<file path="src/hw/rtl/mur64_pkg.sv">
// Shared types, constants and helpers for the MurmurHash64A stream hasher.
package mur64_pkg;

  // Mixing multiplier and shift of MurmurHash64A
  localparam logic [63:0] MurM = 64'hc6a4a7935bd1e995;
  localparam int unsigned MurR = 47;

  // Default width of the stated length and the byte counter
  localparam int unsigned LengthWidthDef = 32;

  // Packed widths of the stream payloads
  localparam int unsigned InDataW  = 104;  // 64 + 4 + 32 = 100, padded to bytes
  localparam int unsigned OutDataW = 64;

  // Controller states
  typedef enum logic [1:0] {
    ST_IDLE,
    ST_MUL0,
    ST_MUL1,
    ST_APPLY
  } state_e;

  // What the datapath does with the product once it is ready
  typedef enum logic [2:0] {
    OP_INIT,
    OP_K1,
    OP_K2,
    OP_H,
    OP_FIN
  } op_e;

  // Source of the multiplier operand register
  typedef enum logic [2:0] {
    X_HOLD,
    X_LEN,
    X_WORD,
    X_MIX,
    X_FOLD,
    X_TAIL,
    X_FIN
  } xsel_e;

  // Source of the hash accumulator
  typedef enum logic [1:0] {
    H_HOLD,
    H_INIT,
    H_PROD
  } hsel_e;

  // Controller to datapath
  typedef struct packed {
    logic  accept;    // input beat taken this cycle
    logic  start;     // beat opens a new message
    xsel_e x_sel;
    hsel_e h_sel;
    logic  res_load;  // capture final hash into the output register
  } dp_cmd_t;

  // Datapath to controller
  typedef struct packed {
    logic in_blk;   // live beat is mixed as a full block
    logic in_tail;  // live beat is a 1..7 byte tail
    logic in_last;
    logic q_blk;    // same, for the stored beat
    logic q_tail;
    logic q_last;
  } dp_sts_t;

  // Valid byte count limited to eight
  function automatic logic [3:0] clamp_vb(input logic [3:0] vb);
    clamp_vb = vb[3] ? 4'd8 : vb;
  endfunction

  // Keep the bytes below the valid count
  function automatic logic [63:0] tail_mask(input logic [3:0] vb);
    logic [63:0] m;
    m = '0;
    for (int i = 0; i < 8; i++) begin
      if (4'(i) < vb) begin
        m[i*8 +: 8] = 8'hff;
      end
    end
    tail_mask = m;
  endfunction

endpackage

</file>
<file path="src/hw/rtl/mur64_mul.sv">
// Two-stage 64-bit low-half multiply by the MurmurHash64A constant.
module mur64_mul (
  input  logic        clk_i,
  input  logic [63:0] a_i,
  output logic [63:0] prod_o
);

  localparam logic [31:0] MLo = mur64_pkg::MurM[31:0];
  localparam logic [31:0] MHi = mur64_pkg::MurM[63:32];

  logic [63:0] p0_q;
  logic [31:0] p1_q, p2_q;
  logic [63:0] prod_q, prod_d;

  // Stage 1: three 32x32 partial products, only low halves of the cross terms matter
  always_ff @(posedge clk_i) begin
    p0_q <= a_i[31:0] * MLo;
    p1_q <= 32'(a_i[63:32] * MLo);
    p2_q <= 32'(a_i[31:0] * MHi);
  end

  // Stage 2: fold the cross terms into the upper word
  assign prod_d = p0_q + {p1_q + p2_q, 32'd0};

  always_ff @(posedge clk_i) begin
    prod_q <= prod_d;
  end

  assign prod_o = prod_q;

endmodule

</file>
<file path="src/hw/rtl/mur64_dp.sv">
// Datapath: beat capture, byte counting, hash accumulator and result register.
module mur64_dp #(
  parameter int unsigned LENGTH_WIDTH = mur64_pkg::LengthWidthDef
) (
  input  logic                 clk_i,
  input  logic                 rst_ni,
  input  mur64_pkg::dp_cmd_t   cmd_i,
  output mur64_pkg::dp_sts_t   sts_o,
  input  logic                 cfg_we_i,
  input  logic [63:0]          cfg_data_i,
  input  logic [63:0]          data_word_i,
  input  logic [3:0]           valid_bytes_i,
  input  logic [31:0]          message_length_i,
  input  logic                 last_word_i,
  output logic [63:0]          hash_value_o,
  output logic                 length_error_o
);

  localparam int unsigned LenInW = (LENGTH_WIDTH < 32) ? LENGTH_WIDTH : 32;

  logic [63:0]             seed_q, word_q, x_q, x_d, h_q, h_d, prod;
  logic [63:0]             hash_q, src_word;
  logic [3:0]              vb_q, vb_in, src_vb;
  logic                    last_q, err_q;
  logic [LENGTH_WIDTH-1:0] cnt_q, cnt_d, stated_q, len_in, cnt_add;

  mur64_mul u_mul (
    .clk_i  (clk_i),
    .a_i    (x_q),
    .prod_o (prod)
  );

  // Live beat decode
  assign vb_in  = mur64_pkg::clamp_vb(valid_bytes_i);
  assign len_in = LENGTH_WIDTH'(message_length_i[LenInW-1:0]);

  assign sts_o.in_blk  = !last_word_i || vb_in[3];
  assign sts_o.in_tail = last_word_i && !vb_in[3] && (vb_in[2:0] != 3'd0);
  assign sts_o.in_last = last_word_i;
  assign sts_o.q_blk   = !last_q || vb_q[3];
  assign sts_o.q_tail  = last_q && !vb_q[3] && (vb_q[2:0] != 3'd0);
  assign sts_o.q_last  = last_q;

  // Word and count come straight from the bus in the accept cycle
  assign src_word = cmd_i.accept ? data_word_i : word_q;
  assign src_vb   = cmd_i.accept ? vb_in : vb_q;

  // Byte counter: a non-last beat always counts eight
  assign cnt_add = last_word_i ? LENGTH_WIDTH'(vb_in) : LENGTH_WIDTH'(4'd8);
  assign cnt_d   = (cmd_i.start ? '0 : cnt_q) + cnt_add;

  // Accumulator source
  always_comb begin
    case (cmd_i.h_sel)
      mur64_pkg::H_INIT: h_d = seed_q ^ prod;
      mur64_pkg::H_PROD: h_d = prod;
      default:           h_d = h_q;
    endcase
  end

  // Multiplier operand source
  always_comb begin
    case (cmd_i.x_sel)
      mur64_pkg::X_LEN:  x_d = 64'(len_in);
      mur64_pkg::X_WORD: x_d = src_word;
      mur64_pkg::X_MIX:  x_d = prod ^ (prod >> mur64_pkg::MurR);
      mur64_pkg::X_FOLD: x_d = h_q ^ prod;
      mur64_pkg::X_TAIL: x_d = h_d ^ (src_word & mur64_pkg::tail_mask(src_vb));
      mur64_pkg::X_FIN:  x_d = h_d ^ (h_d >> mur64_pkg::MurR);
      default:           x_d = x_q;
    endcase
  end

  // Seed register
  always_ff @(posedge clk_i or negedge rst_ni) begin
    if (!rst_ni) begin
      seed_q <= '0;
    end else if (cfg_we_i) begin
      seed_q <= cfg_data_i;
    end
  end

  // Beat capture and length bookkeeping
  always_ff @(posedge clk_i) begin
    if (cmd_i.accept) begin
      word_q <= data_word_i;
      vb_q   <= vb_in;
      last_q <= last_word_i;
      cnt_q  <= cnt_d;
      if (cmd_i.start) begin
        stated_q <= len_in;
      end
    end
  end

  // Hash state and multiplier operand
  always_ff @(posedge clk_i) begin
    h_q <= h_d;
    x_q <= x_d;
  end

  // Result register: last avalanche step and length check
  always_ff @(posedge clk_i) begin
    if (cmd_i.res_load) begin
      hash_q <= prod ^ (prod >> mur64_pkg::MurR);
      err_q  <= (cnt_q != stated_q);
    end
  end

  assign hash_value_o   = hash_q;
  assign length_error_o = err_q;

endmodule

</file>
<file path="src/hw/rtl/mur64_ctrl.sv">
// Controller: sequences the multiply steps of each beat and owns the handshakes.
module mur64_ctrl (
  input  logic               clk_i,
  input  logic               rst_ni,
  input  logic               in_valid_i,
  output logic               in_ready_o,
  output logic               out_valid_o,
  input  logic               out_ready_i,
  input  mur64_pkg::dp_sts_t sts_i,
  output mur64_pkg::dp_cmd_t cmd_o
);

  mur64_pkg::state_e state_q, state_d;
  mur64_pkg::op_e    op_q, op_d;
  logic              in_msg_q, in_msg_d;
  logic              out_valid_q, out_valid_d;
  logic              accept, out_free;

  assign accept   = (state_q == mur64_pkg::ST_IDLE) && in_valid_i;
  assign out_free = !out_valid_q || out_ready_i;

  // Next state
  always_comb begin
    state_d     = state_q;
    op_d        = op_q;
    in_msg_d    = in_msg_q;
    out_valid_d = out_valid_q && !out_ready_i;
    unique case (state_q)
      mur64_pkg::ST_IDLE: begin
        if (in_valid_i) begin
          state_d  = mur64_pkg::ST_MUL0;
          in_msg_d = !sts_i.in_last;
          if (!in_msg_q)          op_d = mur64_pkg::OP_INIT;
          else if (sts_i.in_blk)  op_d = mur64_pkg::OP_K1;
          else if (sts_i.in_tail) op_d = mur64_pkg::OP_H;
          else                    op_d = mur64_pkg::OP_FIN;
        end
      end
      mur64_pkg::ST_MUL0: state_d = mur64_pkg::ST_MUL1;
      mur64_pkg::ST_MUL1: state_d = mur64_pkg::ST_APPLY;
      mur64_pkg::ST_APPLY: begin
        unique case (op_q)
          mur64_pkg::OP_INIT: begin
            state_d = mur64_pkg::ST_MUL0;
            if (sts_i.q_blk)       op_d = mur64_pkg::OP_K1;
            else if (sts_i.q_tail) op_d = mur64_pkg::OP_H;
            else                   op_d = mur64_pkg::OP_FIN;
          end
          mur64_pkg::OP_K1: begin
            state_d = mur64_pkg::ST_MUL0;
            op_d    = mur64_pkg::OP_K2;
          end
          mur64_pkg::OP_K2: begin
            state_d = mur64_pkg::ST_MUL0;
            op_d    = mur64_pkg::OP_H;
          end
          mur64_pkg::OP_H: begin
            if (sts_i.q_last) begin
              state_d = mur64_pkg::ST_MUL0;
              op_d    = mur64_pkg::OP_FIN;
            end else begin
              state_d = mur64_pkg::ST_IDLE;
            end
          end
          mur64_pkg::OP_FIN: begin
            // wait for the output register to drain
            if (out_free) begin
              state_d     = mur64_pkg::ST_IDLE;
              out_valid_d = 1'b1;
            end
          end
          default: state_d = mur64_pkg::ST_IDLE;
        endcase
      end
      default: state_d = mur64_pkg::ST_IDLE;
    endcase
  end

  // Datapath commands
  always_comb begin
    cmd_o          = '0;
    cmd_o.x_sel    = mur64_pkg::X_HOLD;
    cmd_o.h_sel    = mur64_pkg::H_HOLD;
    cmd_o.accept   = accept;
    cmd_o.start    = accept && !in_msg_q;
    unique case (state_q)
      mur64_pkg::ST_IDLE: begin
        if (!in_msg_q)          cmd_o.x_sel = mur64_pkg::X_LEN;
        else if (sts_i.in_blk)  cmd_o.x_sel = mur64_pkg::X_WORD;
        else if (sts_i.in_tail) cmd_o.x_sel = mur64_pkg::X_TAIL;
        else                    cmd_o.x_sel = mur64_pkg::X_FIN;
      end
      mur64_pkg::ST_APPLY: begin
        unique case (op_q)
          mur64_pkg::OP_INIT: begin
            cmd_o.h_sel = mur64_pkg::H_INIT;
            if (sts_i.q_blk)       cmd_o.x_sel = mur64_pkg::X_WORD;
            else if (sts_i.q_tail) cmd_o.x_sel = mur64_pkg::X_TAIL;
            else                   cmd_o.x_sel = mur64_pkg::X_FIN;
          end
          mur64_pkg::OP_K1: cmd_o.x_sel = mur64_pkg::X_MIX;
          mur64_pkg::OP_K2: cmd_o.x_sel = mur64_pkg::X_FOLD;
          mur64_pkg::OP_H: begin
            cmd_o.h_sel = mur64_pkg::H_PROD;
            cmd_o.x_sel = mur64_pkg::X_FIN;
          end
          mur64_pkg::OP_FIN: cmd_o.res_load = out_free;
          default: ;
        endcase
      end
      default: ;
    endcase
  end

  // Control registers
  always_ff @(posedge clk_i or negedge rst_ni) begin
    if (!rst_ni) begin
      state_q     <= mur64_pkg::ST_IDLE;
      op_q        <= mur64_pkg::OP_INIT;
      in_msg_q    <= 1'b0;
      out_valid_q <= 1'b0;
    end else begin
      state_q     <= state_d;
      op_q        <= op_d;
      in_msg_q    <= in_msg_d;
      out_valid_q <= out_valid_d;
    end
  end

  assign in_ready_o  = (state_q == mur64_pkg::ST_IDLE);
  assign out_valid_o = out_valid_q;

endmodule

</file>
<file path="src/hw/rtl/murmur64a_stream_hash.sv">
// Top level of the MurmurHash64A stream hasher.
// MurmurHash64A over a message streamed as little-endian 64-bit words, one
// beat per word; the first beat of a message carries the total byte length,
// a beat with tlast closes it and yields one hash beat, whose tuser bit flags
// a mismatch between counted and stated bytes. All 64-bit multiplies run on
// one two-stage multiplier by the constant; each multiply runs through both
// stages and then the step that uses the product. No new beat is taken until
// all multiplies of the current beat are done: 3 for a full word, plus 1 on
// the first word of a message (length times constant), 1 for a 1 to 7 byte
// tail, and 1 for the final avalanche. A finished hash waits in an output
// register while the next message is already being taken in. The seed
// register is read when a message starts; write it only between messages.
module murmur64a_stream_hash #(
  parameter int unsigned LENGTH_WIDTH = mur64_pkg::LengthWidthDef
) (
  input  logic                          clk_i,
  input  logic                          rst_ni,
  // seed register write
  input  logic                          cfg_valid_i,
  output logic                          cfg_ready_o,
  input  logic [63:0]                   cfg_data_i,
  // input words
  input  logic                          s_axis_tvalid_i,
  output logic                          s_axis_tready_o,
  // data_word [63:0], valid_bytes [67:64], message_length [99:68], zero pad
  input  logic [mur64_pkg::InDataW-1:0] s_axis_tdata_i,
  input  logic                          s_axis_tlast_i,
  // hash results
  output logic                          m_axis_tvalid_o,
  input  logic                          m_axis_tready_i,
  // hash_value [63:0]
  output logic [mur64_pkg::OutDataW-1:0] m_axis_tdata_o,
  // length_error [0]
  output logic                          m_axis_tuser_o
);

  mur64_pkg::dp_cmd_t cmd;
  mur64_pkg::dp_sts_t sts;

  assign cfg_ready_o = 1'b1;

  mur64_ctrl u_ctrl (
    .clk_i       (clk_i),
    .rst_ni      (rst_ni),
    .in_valid_i  (s_axis_tvalid_i),
    .in_ready_o  (s_axis_tready_o),
    .out_valid_o (m_axis_tvalid_o),
    .out_ready_i (m_axis_tready_i),
    .sts_i       (sts),
    .cmd_o       (cmd)
  );

  mur64_dp #(
    .LENGTH_WIDTH (LENGTH_WIDTH)
  ) u_dp (
    .clk_i            (clk_i),
    .rst_ni           (rst_ni),
    .cmd_i            (cmd),
    .sts_o            (sts),
    .cfg_we_i         (cfg_valid_i),
    .cfg_data_i       (cfg_data_i),
    .data_word_i      (s_axis_tdata_i[63:0]),
    .valid_bytes_i    (s_axis_tdata_i[67:64]),
    .message_length_i (s_axis_tdata_i[99:68]),
    .last_word_i      (s_axis_tlast_i),
    .hash_value_o     (m_axis_tdata_o),
    .length_error_o   (m_axis_tuser_o)
  );

endmodule

</file>
<file path="config.mk">
export PLATFORM = sky130hd
export DESIGN_NAME = murmur64a_stream_hash
export DESIGN_NICKNAME = d
export VERILOG_FILES = /design/src/hw/rtl/mur64_pkg.sv /design/src/hw/rtl/mur64_mul.sv /design/src/hw/rtl/mur64_dp.sv /design/src/hw/rtl/mur64_ctrl.sv /design/src/hw/rtl/murmur64a_stream_hash.sv
export SDC_FILE = /design/constraint.sdc
export NUM_CORES = 2
export LEC_CHECK = 0
export BUFFER_PORTS_ARGS = -buffer_cell sky130_fd_sc_hd__buf_4
export CORE_MARGIN = 1
export CORE_UTILIZATION = 62
export CTS_CLUSTER_DIAMETER = 50
export DETAILED_ROUTE_END_ITERATION = 16
export PLACE_DENSITY = 0.8
export SYNTH_ARGS = -nofsm -noshare
export SYNTH_HDL_FRONTEND = slang
export SYNTH_SLANG_ARGS = --single-unit
</file>
<file path="constraint.sdc">
create_clock -name clk_i -period 18.39 [get_ports clk_i]
set_input_delay 3.678 -clock clk_i [delete_from_list [all_inputs] [get_ports clk_i]]
set_output_delay 3.678 -clock clk_i [all_outputs]
set_load 0.01 [all_outputs]
</file>
==> flow_summary.json <==
{
  "worst-endpoint-arrival_ps": 9130,
  "number_of_standard_cells_in_the_layout_taps_in_and_fillers_out": 7439,
  "cell_taking_the_most_area_after_synthesis": "fa_1",
  "postSynthRegisterBits": 587,
  "area_contributors_post_synth": "fa_1, ha_1, dfxtp_1",
  "setup_viol": 0,
  "post_cts_buffers": 0,
  "synth_top_flop_cell": "dfxtp_1",
  "routabilityCongestion": 1.03,
  "synth.avg_cell_area_um2": 10.3,
  "area_delta_synth_final_pct": 9.46,
  "grtUsageTotal_pct": 37.5,
  "drtIter0Drc": 4547,
  "final.period_utilization_pct": 47.0,
  "cts.reportedPaths.clkPinSlew_ps": 60,
  "cp_data_required_time_ps": 18880,
  "timing.critical_path.cells": "ha_1 > ha_1 > fa_1 > fa_1 > fa_1 > inv_1 > fa_1 > inv_1 > fa_1 > inv_1 > fa_1 > inv_1 > ha_1 > a21oi_1 > o221ai_1 > a21oi_1 > o211ai_1 > a21oi_1 > o21ai_0 > a211o_1 > o21ai_0 > nor2_1 > a211o_1",
  "synth_cell_types": 86,
  "numClockSinks": 587,
  "count_of_cells_resized_by_post_cts_repair": 0,
  "postCtsHoldBufs": 0,
  "ios": 242,
  "die-width_um": 314,
  "run_status": "completed",
  "dr.pass1.iters": 8,
  "report.final.slew_viol_count": 0,
  "insertion_delay_ps": 630,
  "synth.yosys.seq_area_share_pct": 23.3,
  "die_height_um": 314,
  "number_of_synthesized_flops_with_an_enable_pin": 194,
  "fp.dieArea_mm2": 0.0984,
  "vias": 44500,
  "drc": 0,
  "ratio_of_cells_with_drive_above_1_in_the_final_layout_pct": 8.59,
  "io_buffer_count": 236,
  "met1_length_um": 69500,
  "worst_clock_skew_ps": 35.7,
  "most_frequent_standard_cell_in_the_layout_excluding_fill_and_tap_cells": "inv_1",
  "finalNetCount": 7936,
  "rsz_0062_raised_after_global_routing": "no",
  "initial_util_pct": 63.0,
  "achievable_freq_mhz": 116,
  "grt_max_degree": 74,
  "ys.warnings.count": 0,
  "worstPathMaxFanout": 16,
  "post-place-ws_ps": 9640,
  "totalNegativeSetupSlack_ps": 0,
  "final_critical_path_setup_slack_ps": 9750,
  "worst_path_largest_cell_delay_ps": 1120,
  "row_count": 113,
  "path_class": "flip-flop to flip-flop",
  "drt_wl_total_um": 182000,
  "maxSlewHeadroom_pct": 16.6,
  "detail_route.wl_per_cell_um": 24.5,
  "post-route-util_pct": 69.0,
  "cts_tree": "yes",
  "synthesis.instances": 5877,
  "syn-num-nets": 7697,
  "htree_levels": 3,
  "met3RoutedLength_um": 17400,
  "layout.cells.most_common_list": "inv_1, ha_1, fa_1",
  "post-synth-top-area-fraction_pct": 25.4,
  "grt-ovfl-total": 0,
  "ctsRootBufferMaster": "clkbuf_16",
  "grt_pass1_wl_um": 274000,
  "hold_viol_final": 0,
  "cpMostUsedCell": "fa_1",
  "worst_path_max_delay_cell": "edfxtp_1",
  "cts_inserted_buffers": 67,
  "synth_area_mm2": 0.0603,
  "cts_max_path_buffers": 3,
  "antenna_found_initial": 9,
  "hold_path.class": "flip-flop to flip-flop",
  "least_margin_pin_slew_ps": 1250,
  "critPathLaunchType": "flip-flop",
  "post-route-min-period_ps": 8640,
  "drt-vias-per-instance": 5.98,
  "coreArea_mm2": 0.0956,
  "timing.critical_path.to_type": "flip-flop",
  "max_cap_viol_count": 0,
  "wl_met2_um": 81600,
  "routed.top_layer": "met5",
  "dp_hpwl_um": 147000,
  "vias_in_the_first_global_route": 45500,
  "total_placed_cells_including_tap_cells": 7312,
  "synth_async_sr_flop_share_pct": 12.1,
  "ant_nets": 0
}
sequential cells by signal (all words and copies together), names as in the netlist, 2 cells and up:
| name | flops |
|---|---|
| u_dp.u_mul.p1_q | 32 |
| u_dp.seed_q | 64 |
| u_dp.h_q | 64 |
| u_dp.u_mul.p2_q | 32 |
| u_ctrl.op_q | 3 |
| u_dp.u_mul.prod_o | 64 |
| u_dp.word_q | 64 |
| u_dp.stated_q | 32 |
| u_dp.cnt_q | 32 |
| u_dp.u_mul.p0_q | 62 |
| u_dp.x_q | 64 |
| u_dp.vb_q | 4 |
| u_ctrl.state_q | 2 |
| u_dp.hash_value_o | 64 |
logic make-up after synthesis:
group                    share of synthesized area, %
XOR/XNOR                                         5.92
flip-flops                                       23.3
multiplexers                                     2.33
other                                         0.00622
AND/OR/NAND/NOR                                  4.97
adder cells (fa/ha/maj)                          43.7
buffers and inverters                            9.24
AO/OA/AOI/OAI                                    10.5
metrics by stage:
step	cell area, um2	hold slack [ps]
after CTS	65900	326
final	66000	325
after global placement	63600	310
after floorplan	60300	310
after detailed placement	63600	312
after global routing	66000	326
synth_stat cells (29+ instances only):
library cell	count
edfxtp_1	194
nand3_1	48
o21a_1	32
dfxtp_1	322
inv_1	1363
nor2_1	168
o21bai_1	31
mux2_2	88
a21oi_1	307
clkbuf_1	98
o22ai_1	29
mux2i_1	41
o21ai_0	225
xnor2_1	250
a22oi_1	71
a211oi_1	38
dfrtp_1	71
a21o_1	77
xor2_1	157
nand4_1	34
nand2_1	185
ha_1	881
fa_1	765
nand2b_1	29
worst max-delay path: cells and delay by family (launching register included):
family,cells,cell delay (ps)
adders and majority gates,9,4080
and+or+nand+nor,1,100
buffers and inverters,4,210
AOI/OAI and AO/OA,9,3000
DFF,1,1120
layer usage:
layer	track usage, %	up-vias
met1	48.4	21900
met2	58.4	2347
met5	0	-
met3	6.93	570
met4	24.0	6
li1	-	19700
area by class of cell:
| type | count | area (um2) |
|---|---|---|
| timing repair buffer | 288 | 2160 |
| inverter | 1364 | 5120 |
| clock buffer | 91 | 1940 |
| fill | 7229 | 29600 |
| antenna | 5 | 12.5 |
| tap | 1265 | 1580 |
| multi-input combinational | 3808 | 40700 |
| clock inverter | 31 | 378 |
| sequential | 587 | 14000 |
path summary, 6_finish.rpt:
check	endpoint	cells after the start	from	slack [ps]
setup / recovery	u_dp.u_mul.p0_q[62]	23	u_dp.x_q[8]	9750
hold / removal	u_dp.u_mul.prod_o[19]	0	u_dp.u_mul.p0_q[19]	330
setup reg to reg	u_dp.u_mul.p0_q[62]	23	u_dp.x_q[8]	9750
hold reg to reg	u_dp.u_mul.prod_o[19]	0	u_dp.u_mul.p0_q[19]	330
max in group asynchronous	u_dp.seed_q[13]	2	rst_ni	14290
min in group asynchronous	u_dp.seed_q[1]	1	rst_ni	2930
Power is not shown: default switching activity piles up to over one toggle a cycle in this logic, so the estimate is an artifact.
